===== src/rtl/assert_macros.svh =====
// Assertion macros shared by the RTL.
// No dependencies.
`ifndef ASSERT_MACROS_SVH
`define ASSERT_MACROS_SVH
// implication checked every clock, off during reset
`define CHK_IMPL(label, clk, rst, ante, cons, msg) \
   label: assert property (@(posedge clk) disable iff (rst) (ante) |-> (cons)) else $error(msg);
// next-cycle implication
`define CHK_NEXT(label, clk, rst, ante, cons, msg) \
   label: assert property (@(posedge clk) disable iff (rst) (ante) |=> (cons)) else $error(msg);
`endif


===== src/rtl/sbpp_pkg.sv =====
// Package for the serial bootloader page programmer: types, codes, constants.
// No dependencies.
`default_nettype none
package sbpp_pkg;
   localparam int PageBytesDef  = 128;
   localparam int RxCapacityDef = 148;
   localparam int MaxPages      = 512;
   localparam int QDepth        = 4;

   localparam logic [7:0] OK_FIRST  = 8'd20;
   localparam logic [7:0] OK_SECOND = 8'd16;
   localparam logic [7:0] CH_SYNC   = 8'h30;
   localparam logic [7:0] CH_SP     = 8'h20;
   localparam logic [7:0] CH_U      = 8'h55;
   localparam logic [7:0] CH_D      = 8'h64;
   localparam logic [7:0] CH_F      = 8'h46;
   localparam logic [7:0] CH_T      = 8'h74;

   localparam logic [1:0] M_START = 2'd0;
   localparam logic [1:0] M_RX    = 2'd1;
   localparam logic [1:0] M_TICK  = 2'd2;
   localparam logic [1:0] M_FETCH = 2'd3;

   localparam logic [1:0] K_TX     = 2'd0;
   localparam logic [1:0] K_FETCH  = 2'd1;
   localparam logic [1:0] K_RESET  = 2'd2;
   localparam logic [1:0] K_STATUS = 2'd3;

   localparam logic [2:0] PH_IDLE      = 3'd0;
   localparam logic [2:0] PH_CONNECT   = 3'd1;
   localparam logic [2:0] PH_LOAD_PROG = 3'd2;
   localparam logic [2:0] PH_PROGRAM   = 3'd3;
   localparam logic [2:0] PH_LOAD_READ = 3'd4;
   localparam logic [2:0] PH_READ      = 3'd5;

   localparam logic [2:0] OC_NONE     = 3'd0;
   localparam logic [2:0] OC_DONE     = 3'd1;
   localparam logic [2:0] OC_MISMATCH = 3'd2;
   localparam logic [2:0] OC_TIMEOUT  = 3'd3;
   localparam logic [2:0] OC_REFUSED  = 3'd4;

   localparam logic [1:0] CSR_RETRY   = 2'd0;
   localparam logic [1:0] CSR_TIMEOUT = 2'd1;
   localparam logic [1:0] CSR_PAGES   = 2'd2;

   typedef struct packed {
      logic [1:0] mode;
      logic [7:0] data_byte;
   } req_type;

   typedef struct packed {
      logic [1:0]  kind;
      logic [7:0]  tx_byte;
      logic [8:0]  page_index;
      logic [2:0]  phase_now;
      logic [9:0]  pages_done;
      logic [2:0]  outcome;
      logic        last;
   } rsp_type;
endpackage
`default_nettype wire


===== src/rtl/sbpp_front.sv =====
// Front end: accepts request beats and queues them for the sequencer.
// Depends on sbpp_pkg.
`default_nettype none
module sbpp_front (
   input  wire logic            clock,
   input  wire logic            reset,
   input  wire logic            req_valid,
   output logic                 req_ready,
   input  wire sbpp_pkg::req_type req_data,
   output logic                 q_valid,
   input  wire logic            q_pop,
   output sbpp_pkg::req_type    q_data
);
   import sbpp_pkg::*;
   localparam int AW = $clog2(QDepth);
   req_type       mem_ff [QDepth];
   logic [AW-1:0] wp_ff, wp_in, rp_ff, rp_in;
   logic [AW:0]   cnt_ff, cnt_in;
   logic          push;

   assign req_ready = (cnt_ff != (AW+1)'(QDepth));
   assign push      = req_valid && req_ready;
   assign q_valid   = (cnt_ff != '0);
   assign q_data    = mem_ff[rp_ff];

   always_comb begin
      wp_in  = push ? wp_ff + 1'b1 : wp_ff;
      rp_in  = q_pop ? rp_ff + 1'b1 : rp_ff;
      cnt_in = cnt_ff + (AW+1)'(push) - (AW+1)'(q_pop);
   end

   always_ff @(posedge clock) begin
      if (push) mem_ff[wp_ff] <= req_data;
      if (reset) begin
         wp_ff <= '0; rp_ff <= '0; cnt_ff <= '0;
      end else begin
         wp_ff <= wp_in; rp_ff <= rp_in; cnt_ff <= cnt_in;
      end
   end
endmodule
`default_nettype wire


===== src/rtl/sbpp_back.sv =====
// Back end: runs the programming sequence for one queued beat, then streams its
// result items one per cycle while rsp_ready is high. Depends on sbpp_pkg.
`default_nettype none
module sbpp_back #(
   parameter int PAGE_BYTES  = sbpp_pkg::PageBytesDef,
   parameter int RX_CAPACITY = sbpp_pkg::RxCapacityDef
) (
   input  wire logic              clock,
   input  wire logic              reset,
   input  wire logic              csr_we,
   input  wire logic [1:0]        csr_index,
   input  wire logic [15:0]       csr_wdata,
   input  wire logic              q_valid,
   output logic                   q_pop,
   input  wire sbpp_pkg::req_type q_data,
   output logic                   rsp_valid,
   input  wire logic              rsp_ready,
   output sbpp_pkg::rsp_type      rsp_data
);
   import sbpp_pkg::*;
   localparam int PW = $clog2(PAGE_BYTES);
   localparam int FW = $clog2(PAGE_BYTES + 1);
   localparam int RW = $clog2(RX_CAPACITY + 1);
   localparam logic [7:0] LEN_HI = 8'((PAGE_BYTES >> 8) & 255);
   localparam logic [7:0] LEN_LO = 8'(PAGE_BYTES & 255);

   // item under work
   typedef struct packed {
      logic [1:0] kind;
      logic [7:0] tx_byte;
      logic [8:0] page_index;
      logic [2:0] outcome;
   } item_type;

   logic [15:0] retry_ff, tmo_ff;
   logic [9:0]  pcount_ff;
   logic [2:0]  phase_ff, phase_in;
   logic [9:0]  pctr_ff, pctr_in;
   logic [RW-1:0] rxc_ff, rxc_in;
   logic [7:0]  rxf_ff, rxf_in, rxs_ff, rxs_in, rxe_ff, rxe_in;
   logic        vm_ff, vm_in;
   logic [15:0] tc_ff, tc_in;
   logic        ta_ff, ta_in, tr_ff, tr_in;
   logic [FW-1:0] fc_ff, fc_in;
   logic [7:0]  store [PAGE_BYTES];
   logic [7:0]  rd_ff;

   // S_IDLE registers the page-store read, S_RD executes the beat, S_OUT streams
   localparam logic [1:0] S_IDLE = 2'd0, S_RD = 2'd1, S_OUT = 2'd2;
   logic [1:0] st_ff, st_in;
   item_type   it_ff [6], it_in [6];
   logic [2:0] n_ff, n_in, k_ff, k_in;
   logic       st_we;
   logic [PW-1:0] st_wa;
   logic [PW-1:0] rd_a;

   // read address for verify: rx position minus one
   assign rd_a = PW'(rxc_ff - RW'(1));

   always_ff @(posedge clock) begin
      if (st_we) store[st_wa] <= q_data.data_byte;
      rd_ff <= store[rd_a];
   end

   function automatic item_type mk(input logic [1:0] k, input logic [7:0] b,
                                   input logic [8:0] p, input logic [2:0] o);
      item_type r;
      r.kind = k; r.tx_byte = b; r.page_index = p; r.outcome = o;
      return r;
   endfunction

   logic [9:0] limit;
   logic       ok;
   logic [RW-1:0] p;
   logic [16:0] addr;
   logic [9:0]  pnext;

   always_comb begin
      phase_in = phase_ff; pctr_in = pctr_ff; rxc_in = rxc_ff;
      rxf_in = rxf_ff; rxs_in = rxs_ff; rxe_in = rxe_ff; vm_in = vm_ff;
      tc_in = tc_ff; ta_in = ta_ff; tr_in = tr_ff; fc_in = fc_ff;
      st_in = st_ff; n_in = n_ff; k_in = k_ff;
      for (int i = 0; i < 6; i++) it_in[i] = it_ff[i];
      q_pop = 1'b0; st_we = 1'b0; st_wa = fc_ff[PW-1:0];
      limit = (pcount_ff > 10'(MaxPages)) ? 10'(MaxPages) : pcount_ff;
      p = rxc_ff; ok = 1'b0; pnext = pctr_ff + 10'd1;
      addr = 17'(pctr_ff) * 17'(PAGE_BYTES);
      unique case (st_ff)
         S_IDLE: begin
            if (q_valid) st_in = S_RD;
         end
         S_RD: begin
            q_pop = 1'b1; n_in = '0; k_in = '0; st_in = S_OUT;
            unique case (q_data.mode)
               M_START: begin
                  if (phase_ff != PH_IDLE) begin
                     it_in[0] = mk(K_STATUS, 8'd0, 9'd0, OC_REFUSED); n_in = 3'd1;
                  end else begin
                     pctr_in = '0; rxc_in = '0; fc_in = '0; vm_in = 1'b0;
                     phase_in = PH_CONNECT;
                     it_in[0] = mk(K_RESET, 8'd0, 9'd0, OC_NONE);
                     it_in[1] = mk(K_TX, CH_SYNC, 9'd0, OC_NONE);
                     it_in[2] = mk(K_TX, CH_SP, 9'd0, OC_NONE);
                     n_in = 3'd3; tc_in = '0; ta_in = 1'b1; tr_in = 1'b1;
                  end
               end
               M_RX: if (phase_ff != PH_IDLE) begin
                  if (rxc_ff < RW'(RX_CAPACITY)) begin
                     if (p == RW'(0)) rxf_in = q_data.data_byte;
                     if (p == RW'(1)) rxs_in = q_data.data_byte;
                     if (phase_ff == PH_READ && p >= RW'(1) && p <= RW'(PAGE_BYTES)
                         && rd_ff != q_data.data_byte) vm_in = 1'b1;
                     if (p == RW'(PAGE_BYTES + 1)) rxe_in = q_data.data_byte;
                     rxc_in = p + RW'(1);
                  end
                  ok = rxc_in >= RW'(2) && rxf_in == OK_FIRST && rxs_in == OK_SECOND;
                  unique case (phase_ff)
                     PH_CONNECT, PH_PROGRAM: begin
                        if (ok && (phase_ff == PH_CONNECT || fc_ff >= FW'(PAGE_BYTES))) begin
                           phase_in = (phase_ff == PH_CONNECT) ? PH_LOAD_PROG : PH_LOAD_READ;
                           rxc_in = '0;
                           it_in[0] = mk(K_TX, CH_U, 9'd0, OC_NONE);
                           it_in[1] = mk(K_TX, addr[8:1], 9'd0, OC_NONE);
                           it_in[2] = mk(K_TX, addr[16:9], 9'd0, OC_NONE);
                           it_in[3] = mk(K_TX, CH_SP, 9'd0, OC_NONE);
                           n_in = 3'd4; tc_in = '0; ta_in = 1'b1; tr_in = 1'b0;
                        end
                     end
                     PH_LOAD_PROG: if (ok) begin
                        phase_in = PH_PROGRAM; rxc_in = '0; fc_in = '0;
                        it_in[0] = mk(K_FETCH, 8'd0, pctr_ff[8:0], OC_NONE);
                        it_in[1] = mk(K_TX, CH_D, 9'd0, OC_NONE);
                        it_in[2] = mk(K_TX, LEN_HI, 9'd0, OC_NONE);
                        it_in[3] = mk(K_TX, LEN_LO, 9'd0, OC_NONE);
                        it_in[4] = mk(K_TX, CH_F, 9'd0, OC_NONE);
                        n_in = 3'd5; tc_in = '0; ta_in = 1'b1; tr_in = 1'b0;
                     end
                     PH_LOAD_READ: if (ok) begin
                        phase_in = PH_READ; rxc_in = '0; vm_in = 1'b0;
                        it_in[0] = mk(K_TX, CH_T, 9'd0, OC_NONE);
                        it_in[1] = mk(K_TX, LEN_HI, 9'd0, OC_NONE);
                        it_in[2] = mk(K_TX, LEN_LO, 9'd0, OC_NONE);
                        it_in[3] = mk(K_TX, CH_F, 9'd0, OC_NONE);
                        it_in[4] = mk(K_TX, CH_SP, 9'd0, OC_NONE);
                        n_in = 3'd5; tc_in = '0; ta_in = 1'b1; tr_in = 1'b0;
                     end
                     PH_READ: begin
                        if (rxc_in >= RW'(PAGE_BYTES + 2) && rxf_in == OK_FIRST
                            && rxe_in == OK_SECOND) begin
                           if (vm_in) begin
                              phase_in = PH_IDLE; ta_in = 1'b0;
                              it_in[0] = mk(K_STATUS, 8'd0, 9'd0, OC_MISMATCH); n_in = 3'd1;
                           end else begin
                              pctr_in = pnext;
                              if (pnext >= limit) begin
                                 phase_in = PH_IDLE; ta_in = 1'b0;
                                 it_in[0] = mk(K_STATUS, 8'd0, 9'd0, OC_DONE); n_in = 3'd1;
                              end else begin
                                 phase_in = PH_LOAD_PROG; rxc_in = '0;
                                 addr = 17'(pnext) * 17'(PAGE_BYTES);
                                 it_in[0] = mk(K_TX, CH_U, 9'd0, OC_NONE);
                                 it_in[1] = mk(K_TX, addr[8:1], 9'd0, OC_NONE);
                                 it_in[2] = mk(K_TX, addr[16:9], 9'd0, OC_NONE);
                                 it_in[3] = mk(K_TX, CH_SP, 9'd0, OC_NONE);
                                 n_in = 3'd4; tc_in = '0; ta_in = 1'b1; tr_in = 1'b0;
                              end
                           end
                        end
                     end
                     default: ;
                  endcase
               end
               M_TICK: if (phase_ff != PH_IDLE && ta_ff) begin
                  tc_in = tc_ff + 16'd1;
                  if (tr_ff) begin
                     if (tc_in >= retry_ff) begin
                        if (phase_ff == PH_CONNECT) begin
                           it_in[0] = mk(K_TX, CH_SYNC, 9'd0, OC_NONE);
                           it_in[1] = mk(K_TX, CH_SP, 9'd0, OC_NONE);
                           n_in = 3'd2; tc_in = '0;
                        end else ta_in = 1'b0;
                     end
                  end else if (tc_in >= tmo_ff) begin
                     rxc_in = '0; phase_in = PH_IDLE; ta_in = 1'b0;
                     it_in[0] = mk(K_STATUS, 8'd0, 9'd0, OC_TIMEOUT); n_in = 3'd1;
                  end
               end
               M_FETCH: if (phase_ff == PH_PROGRAM && fc_ff < FW'(PAGE_BYTES)) begin
                  st_we = 1'b1; fc_in = fc_ff + FW'(1);
                  it_in[0] = mk(K_TX, q_data.data_byte, 9'd0, OC_NONE); n_in = 3'd1;
                  if (fc_in == FW'(PAGE_BYTES)) begin
                     it_in[1] = mk(K_TX, CH_SP, 9'd0, OC_NONE); n_in = 3'd2;
                     tc_in = '0; ta_in = 1'b1; tr_in = 1'b0;
                  end
               end
               default: ;
            endcase
            if (n_in == '0) st_in = S_IDLE;
         end
         S_OUT: begin
            if (rsp_ready) begin
               k_in = k_ff + 3'd1;
               if (k_in == n_ff) st_in = S_IDLE;
            end
         end
         default: st_in = S_IDLE;
      endcase
   end

   assign rsp_valid = (st_ff == S_OUT);
   always_comb begin
      rsp_data.kind       = it_ff[k_ff].kind;
      rsp_data.tx_byte    = it_ff[k_ff].tx_byte;
      rsp_data.page_index = it_ff[k_ff].page_index;
      rsp_data.outcome    = it_ff[k_ff].outcome;
      rsp_data.phase_now  = phase_ff;
      rsp_data.pages_done = pctr_ff;
      rsp_data.last       = (k_ff + 3'd1 == n_ff);
   end

   always_ff @(posedge clock) begin
      for (int i = 0; i < 6; i++) it_ff[i] <= it_in[i];
      if (reset) begin
         retry_ff <= 16'd300; tmo_ff <= 16'd500; pcount_ff <= 10'd256;
         phase_ff <= PH_IDLE; pctr_ff <= '0; rxc_ff <= '0; rxf_ff <= '0;
         rxs_ff <= '0; rxe_ff <= '0; vm_ff <= 1'b0; tc_ff <= '0; ta_ff <= 1'b0;
         tr_ff <= 1'b0; fc_ff <= '0; st_ff <= S_IDLE; n_ff <= '0; k_ff <= '0;
      end else begin
         phase_ff <= phase_in; pctr_ff <= pctr_in; rxc_ff <= rxc_in;
         rxf_ff <= rxf_in; rxs_ff <= rxs_in; rxe_ff <= rxe_in; vm_ff <= vm_in;
         tc_ff <= tc_in; ta_ff <= ta_in; tr_ff <= tr_in; fc_ff <= fc_in;
         st_ff <= st_in; n_ff <= n_in; k_ff <= k_in;
         if (csr_we) begin
            case (csr_index)
               CSR_RETRY:   retry_ff <= csr_wdata;
               CSR_TIMEOUT: tmo_ff <= csr_wdata;
               CSR_PAGES:   pcount_ff <= csr_wdata[9:0];
               default: ;
            endcase
         end
      end
   end
endmodule
`default_nettype wire


===== src/rtl/serial_bootloader_page_programmer_core.sv =====
// Serial bootloader page programmer, top level.
// A queued request beat passes through S_IDLE and S_RD before its first result beat,
// if it yields any, is valid in S_OUT; the sequencer takes no new beat until every result
// of the last one has been taken. The S_IDLE step gives the registered page-store read for
// verify its time. A 4-entry queue keeps req open. Reset (synchronous, active high) clears
// control state and the config registers to their defaults; the page store is not cleared.
`default_nettype none
`include "assert_macros.svh"
module serial_bootloader_page_programmer_core #(
   parameter int PAGE_BYTES  = sbpp_pkg::PageBytesDef,
   parameter int RX_CAPACITY = sbpp_pkg::RxCapacityDef
) (
   input  wire logic              clock,
   input  wire logic              reset,
   input  wire logic              req_valid,
   output logic                   req_ready,
   input  wire sbpp_pkg::req_type req_data,
   output logic                   rsp_valid,
   input  wire logic              rsp_ready,
   output sbpp_pkg::rsp_type      rsp_data,
   input  wire logic              csr_we,
   input  wire logic [1:0]        csr_index,
   input  wire logic [15:0]       csr_wdata
);
   import sbpp_pkg::*;
   logic    q_valid, q_pop;
   req_type q_data;

   sbpp_front u_front (
      .clock, .reset, .req_valid, .req_ready, .req_data,
      .q_valid, .q_pop, .q_data
   );

   sbpp_back #(.PAGE_BYTES(PAGE_BYTES), .RX_CAPACITY(RX_CAPACITY)) u_back (
      .clock, .reset, .csr_we, .csr_index, .csr_wdata,
      .q_valid, .q_pop, .q_data, .rsp_valid, .rsp_ready, .rsp_data
   );

   `CHK_IMPL(a_pop_valid, clock, reset, q_pop, q_valid, "pop from empty queue")
   `CHK_IMPL(a_status_last, clock, reset, rsp_valid && rsp_data.kind == K_STATUS, rsp_data.last, "status not last")
   `CHK_NEXT(a_hold, clock, reset, rsp_valid && !rsp_ready, rsp_valid, "result dropped")
endmodule
`default_nettype wire

===== config.mk =====
export PLATFORM = sky130hd
export DESIGN_NAME = serial_bootloader_page_programmer_core
export DESIGN_NICKNAME = d
export VERILOG_FILES = /design/src/rtl/sbpp_pkg.sv /design/src/rtl/sbpp_front.sv /design/src/rtl/sbpp_back.sv /design/src/rtl/serial_bootloader_page_programmer_core.sv
export VERILOG_INCLUDE_DIRS = /design/src /design/src/rtl
export SDC_FILE = /design/constraint.sdc
export NUM_CORES = 2
export LEC_CHECK = 0
export BUFFER_PORTS_ARGS = -buffer_cell sky130_fd_sc_hd__buf_4
export CORE_MARGIN = 3
export CORE_UTILIZATION = 35
export CTS_BUF_LIST = sky130_fd_sc_hd__clkbuf_8
export DETAILED_ROUTE_END_ITERATION = 8
export PLACE_DENSITY_LB_ADDON = 0.12
export SKIP_LAST_GASP = 1
export SYNTH_ARGS = -nofsm -noshare
export SYNTH_HDL_FRONTEND = slang
export SYNTH_SLANG_ARGS = --single-unit

===== constraint.sdc =====
create_clock -name clock -period 17.3 [get_ports clock]
set_input_delay 1.73 -clock clock [delete_from_list [all_inputs] [get_ports clock]]
set_output_delay 1.73 -clock clock [all_outputs]
set_load 0.005 [all_outputs]

[Word level (Yosys, flattened, before mapping)]
Memories as Yosys holds them, arrays and structs flattened. A register that Yosys moved wholly into a read port is not among the register bits.
Cells that the tools add are included.
Storage, ports and cells
  register bits after elaboration: 129
  latch bits: 0
  memory bits (writable): 1196
  bits in read-only memories: 0
  bits of input ports: 33
  output and inout bits: 38
  word-level logic and storage cells: 365
  memories: 3
Operators by class
  add/sub/neg operators: 10
  $mul: 0
  divide/modulo/power cells: 0
  order comparisons: 11
  eq/ne operators: 104
  shift-type cells: 0
  multiplexer cells: 172
  bitwise operators: 0
  reductions and logical operators: 45
Memory list
  u_back.store: depth 128, width 8, rd ports 1, clocked after memory_dff 1, wr ports 1, line sbpp_back.sv:45  | logic [7:0] store [PAGE_BYTES];
  u_back.it_ff: depth 6, width 22, rd ports 1, clocked after memory_dff 1, wr ports 5, line sbpp_back.sv:51  | item_type it_ff [6], it_in [6];
  u_front.mem_ff: depth 4, width 10, rd ports 1, clocked after memory_dff 1, wr ports 1, line sbpp_front.sv:16  | req_type mem_ff [QDepth];
Operator list (count)
  2-to-1 mux 110 bit: 4
  one-hot mux 88 bit (4 select lines): 1
  2-to-1 mux 44 bit: 6
  2-to-1 mux 8 bit: 33
  2-to-1 mux 16 bit: 13
  2-to-1 mux 88 bit: 2
  one-hot mux 44 bit (4 select lines): 1
  2-to-1 mux 22 bit: 7
  2-to-1 mux 66 bit: 2
  != test 5 bit, second input constant: 22
  one-hot mux 22 bit (2 select lines): 2
  2-to-1 mux 3 bit: 26
  one-hot mux 8 bit (3 select lines): 3
  one-hot mux 16 bit (4 select lines): 1
  2-to-1 mux 10 bit: 6
  != test 3 bit, second input constant: 18
  != test 7 bit, second input constant: 7
  one-hot mux 16 bit (3 select lines): 1
  AND reduction 12 bit: 4
  2-to-1 mux 1 bit: 41
  greater-or-equal comparator 16 bit: 2
  != test 6 bit, second input constant: 5
  == test 8 x 5 -> 1 bit, second input constant: 3
  one-hot mux 3 bit (4 select lines): 2
  60 further kinds: 130

[Depth between registers and ports, before layout]
  word-level depth: 18
  mapped depth: 19
  mapped depth without buffers: 17

[Hierarchy]
From an unflattened synthesis, not the netlist that was laid out.
Second synthesis, totals
  cell total of the unflattened synthesis: 2887
  area total of the unflattened synthesis: 51348.0 sq um
By module, submodules not included
  sbpp_back: instances 1, cells an instance 2787, area an instance 49436.2 sq um, sequential area each 34613.2 sq um
  sbpp_front: instances 1, cells an instance 100, area an instance 1911.8 sq um, sequential area each 1381.3 sq um

[Least setup slack after synthesis]
OpenSTA, ideal clock, no wires.
  path type: register to register
  start: register (tool-made name)
  end: memory u_back.it_ff[2][12] (netlist bit) (enable)
  setup time: 0.419 ns
  arrival: 5.408 ns
  data required time: 16.881 ns
  setup slack: 11.472 ns
  cell stages (with the launch flop): 11
  path buffers: 2
  period minus slack after synthesis: 5.828 ns
  path through: dfxtp_1 -> buf_6 -> mux4_2 -> clkbuf_1 -> xnor2_1 -> nand4_1 -> o21ai_0 -> nand3b_1 -> or3b_1 -> a21oi_1 -> a2111oi_0
RTL lines (line)
  to (decl): sbpp_back.sv:51

[Worst setup path in the final report]
  start: register u_back.rxc_ff[0], in the netlist u_back.p[0]
  end: register u_back.rd_ff[4] (read register of u_back.store)
Between the ends
  word-level cells in the longest chain between the ends: 1
RTL lines
  from (decl): line sbpp_back.sv:39  | logic [RW-1:0] rxc_ff, rxc_in;
  from (signal assigned): line sbpp_back.sv:229  | phase_ff <= phase_in; pctr_ff <= pctr_in; rxc_ff <= rxc_in;
  subtractor 7 x 1 -> 7 bit: line sbpp_back.sv:58  | assign rd_a = PW'(rxc_ff - RW'(1));
  to (decl): line sbpp_back.sv:46  | logic [7:0] rd_ff;
No other way between the ends.
A chain may end at the register's enable or synchronous reset.

==> qor.txt <==
CP Max Fanout: 69
Final Cycle Share: 0.358
Area grow syn2layout: 12.9%
Fillers: 13,100
CTS tree: built
Clock Pin Slew Worst Setup and Hold Paths: 0.06 ns
Post-Syn Instances: 2,873
Critical Path Most Common Cell: mux4_2
Top cell type's share of synthesized area: 0.648
Hold slack: 0.462 ns
Total setup buffers inserted after CTS: 0
Post-synth ARST share: 0
Minimum clock period: 6.20 ns
CTS buffer count: 211
Vias: 27,200
First DRT Iteration DRCs: 2,448
Remaining DRCs: 0
Initial antenna violation count: 9
Max-cap viol count: 0
Post-cts sizing count: 0
Most frequent cell after synthesis: edfxtp_1
Slew @ Worst Pin: 1.31 ns
Final nets: 3,139
Post-synthesis cell type count: 76
Synth Flop Type: edfxtp_1
CTS max path bufs: 3
CP Launch Type: flop
Ys Warns: 0
Outcome: finished, final reports clean
RSZ-0062 raised after global routing: false
Setup Slack @ Placement: 10.93 ns
Setup CP Type: reg2reg
Root Buffer: clkbuf_8
Buf/Inv on CP: 3
WL per Instance: 25.8 um
Synth top cells by count: edfxtp_1, mux4_2, nor2_1
Die Area: 151,000 um^2
Hold Fails Final Rpt: 0
Post-CTS Hold Fix Bufs: 0
Worst skew pair latency: 0.91 ns
Placer congestion estimate: 0.804
Core box area: 144,000 um^2
Num rows: 139
Number of global-route vias before repair: 28,200
Die Height: 388 um
Mapped cell area: 51,100 um^2
H-tree Lvls: 4
# setup viols final: 0
Hold crit path type: reg2reg
Fmax: 161 MHz
Setup tns final: 0 ns
Die extent in x: 388 um
Via density: 5.32
Top cells by area, synth: edfxtp_1, mux4_2, dfxtp_1
EDFF count, synth: 1,104
Fin Clk Skew: 0.0439 ns
Syn avg cell area: 17.8 um^2
CP arrival: 6.98 ns
Seq cells post-synth: 1,246
Final wirelength: 132 mm
CP delay by family, top: buffers and inverters
Sequential share of the synthesized area: 0.704
ANT nets after route: 0
PwrDens: 123 nW/um^2
Syn nets: 2,969
Grt total ovfl: 0
Initial core utilization: 0.354
CP Cell Sequence: inv_1, ha_4, buf_4, buf_4, mux4_2, mux4_2, mux4_2, mux2_2
Peak VDD IR: 0.0000786 V
First-pass GRT wire length: 194 mm
Req. time, crit path: 18.09 ns
Leak Pwr: 18.3 nW
First-pass DRT Iterations: 6
Share of post-route cells with drive strength above 1: 0.235
Total power: 7.08 mW
Max-slew headroom: 0.121
Final WS setup: 11.10 ns
Pin count of the biggest net entering global routing: 86
Io pins: 71
CP Capture Type: flop
DPL Wire Length: 82.7 mm
Yosys top cell by area: edfxtp_1
CTS sink count: 1,246
Crit-path max cell delay: 1.03 ns
Global-route usage over all layers: 0.175
Buffers on Ports: 70
Slew Limit Fails: 0
Slowest cell on crit path: ha_4
-- layout by cell type, fill, tap and decap left out, drive strengths merged, types with 19 or more instances in the layout --
cell       n
edfxtp  1104
mux4     350
nor2     230
clkbuf   215
inv      164
dfxtp    142
nand2    136
buf      115
a21oi     85
clkinv    67
o21ai     63
ha        62
nand3     52
mux2i     41
nor3      30
and2      29
xnor2     25
and3      21
nand4     21
or3       21
xor2      19
-- sequential cells by signal, indices dropped and copies added, names as in the netlist, 8 cells and up, named ones only --
signal            flops
u_back.pcount_ff     10
u_back.rxs_ff         8
u_back.tmo_ff        16
u_back.tc_ff         16
u_back.it_ff         40
u_back.retry_ff      16
u_back.rxe_ff         8
u_front.mem_ff       40
u_back.rd_ff          8
u_back.fc_ff          8
u_back.pctr_ff       10
u_back.rxf_ff         8
u_back.store       1024
u_back.p              8
-- worst paths after layout --
path                    startpoint  depth (start not counted)  slack, ns               end
setup / recovery       u_back.p[0]                          8      11.10   u_back.rd_ff[4]
setup reg to reg       u_back.p[0]                          8      11.10   u_back.rd_ff[4]
hold / removal    u_back.tmo_ff[9]                          2       0.46  u_back.tmo_ff[9]
hold reg to reg   u_back.tmo_ff[9]                          2       0.46  u_back.tmo_ff[9]
-- per-layer routing --
layer | global-route usage | vias to the layer above | share of wire
li1 | - | 11900 | -
met1 | 0.239 | 14400 | 0.43
met2 | 0.289 | 810 | 0.49
met3 | 0.0340 | 197 | 0.055
met4 | 0.0461 | 0 | 0.020
met5 | 0 | - | 0
-- cell families (layout without fill, tap and decap cells) --
logic type | Yosys count | after routing | synth area share
simple gates | 632 | 632 | 0.0599
fa+ha+maj | 63 | 63 | 0.0156
mux | 403 | 403 | 0.165
flops | 1246 | 1246 | 0.704
other cells | 0 | 3 | 0
compound gates | 257 | 257 | 0.0314
buf+inv | 228 | 571 | 0.0171
xor+xnor | 44 | 44 | 0.00753
-- final cells by class --
class	count	area (um^2)	share of cell area
clock inverters	171	886	0.0153
clock buffers	215	2960	0.0512
diodes	3	7.51	0.000130
flip-flops and latches	1246	36000	0.623
multi-input cells	1399	14400	0.249
repair buffers	115	863	0.0149
well taps	1903	2380	0.0412
inverters	70	263	0.00455
-- through the flow --
step,std cells,area (um^2),util
after floorplan,2873,51100,-
after global placement,4733,53900,0.373
after detailed placement,4733,53900,0.373
after CTS,5119,57700,0.400
after global routing,5121,57700,0.400
final,5122,57800,0.400
-- report_power, final --
| part | leakage [nW] | switching (mW) | internal [mW] | total (mW) |
|---|---|---|---|---|
| sequential | 11.1 | 0.0381 | 3.64 | 3.68 |
| combinational | 4.95 | 0.712 | 0.273 | 0.985 |
| clock | 2.27 | 1.19 | 1.23 | 2.42 |
-- worst reg2reg max path, cell delays in order, from the launching register on --
cell and delay [ns]:
dfxtp_4 1.01, inv_1 0.29, ha_4 1.03, buf_4 1.05
buf_4 0.94, mux4_2 0.51, mux4_2 0.53, mux4_2 0.48
mux2_2 0.27
No activity file was read; power rests on OpenSTA's default activity.
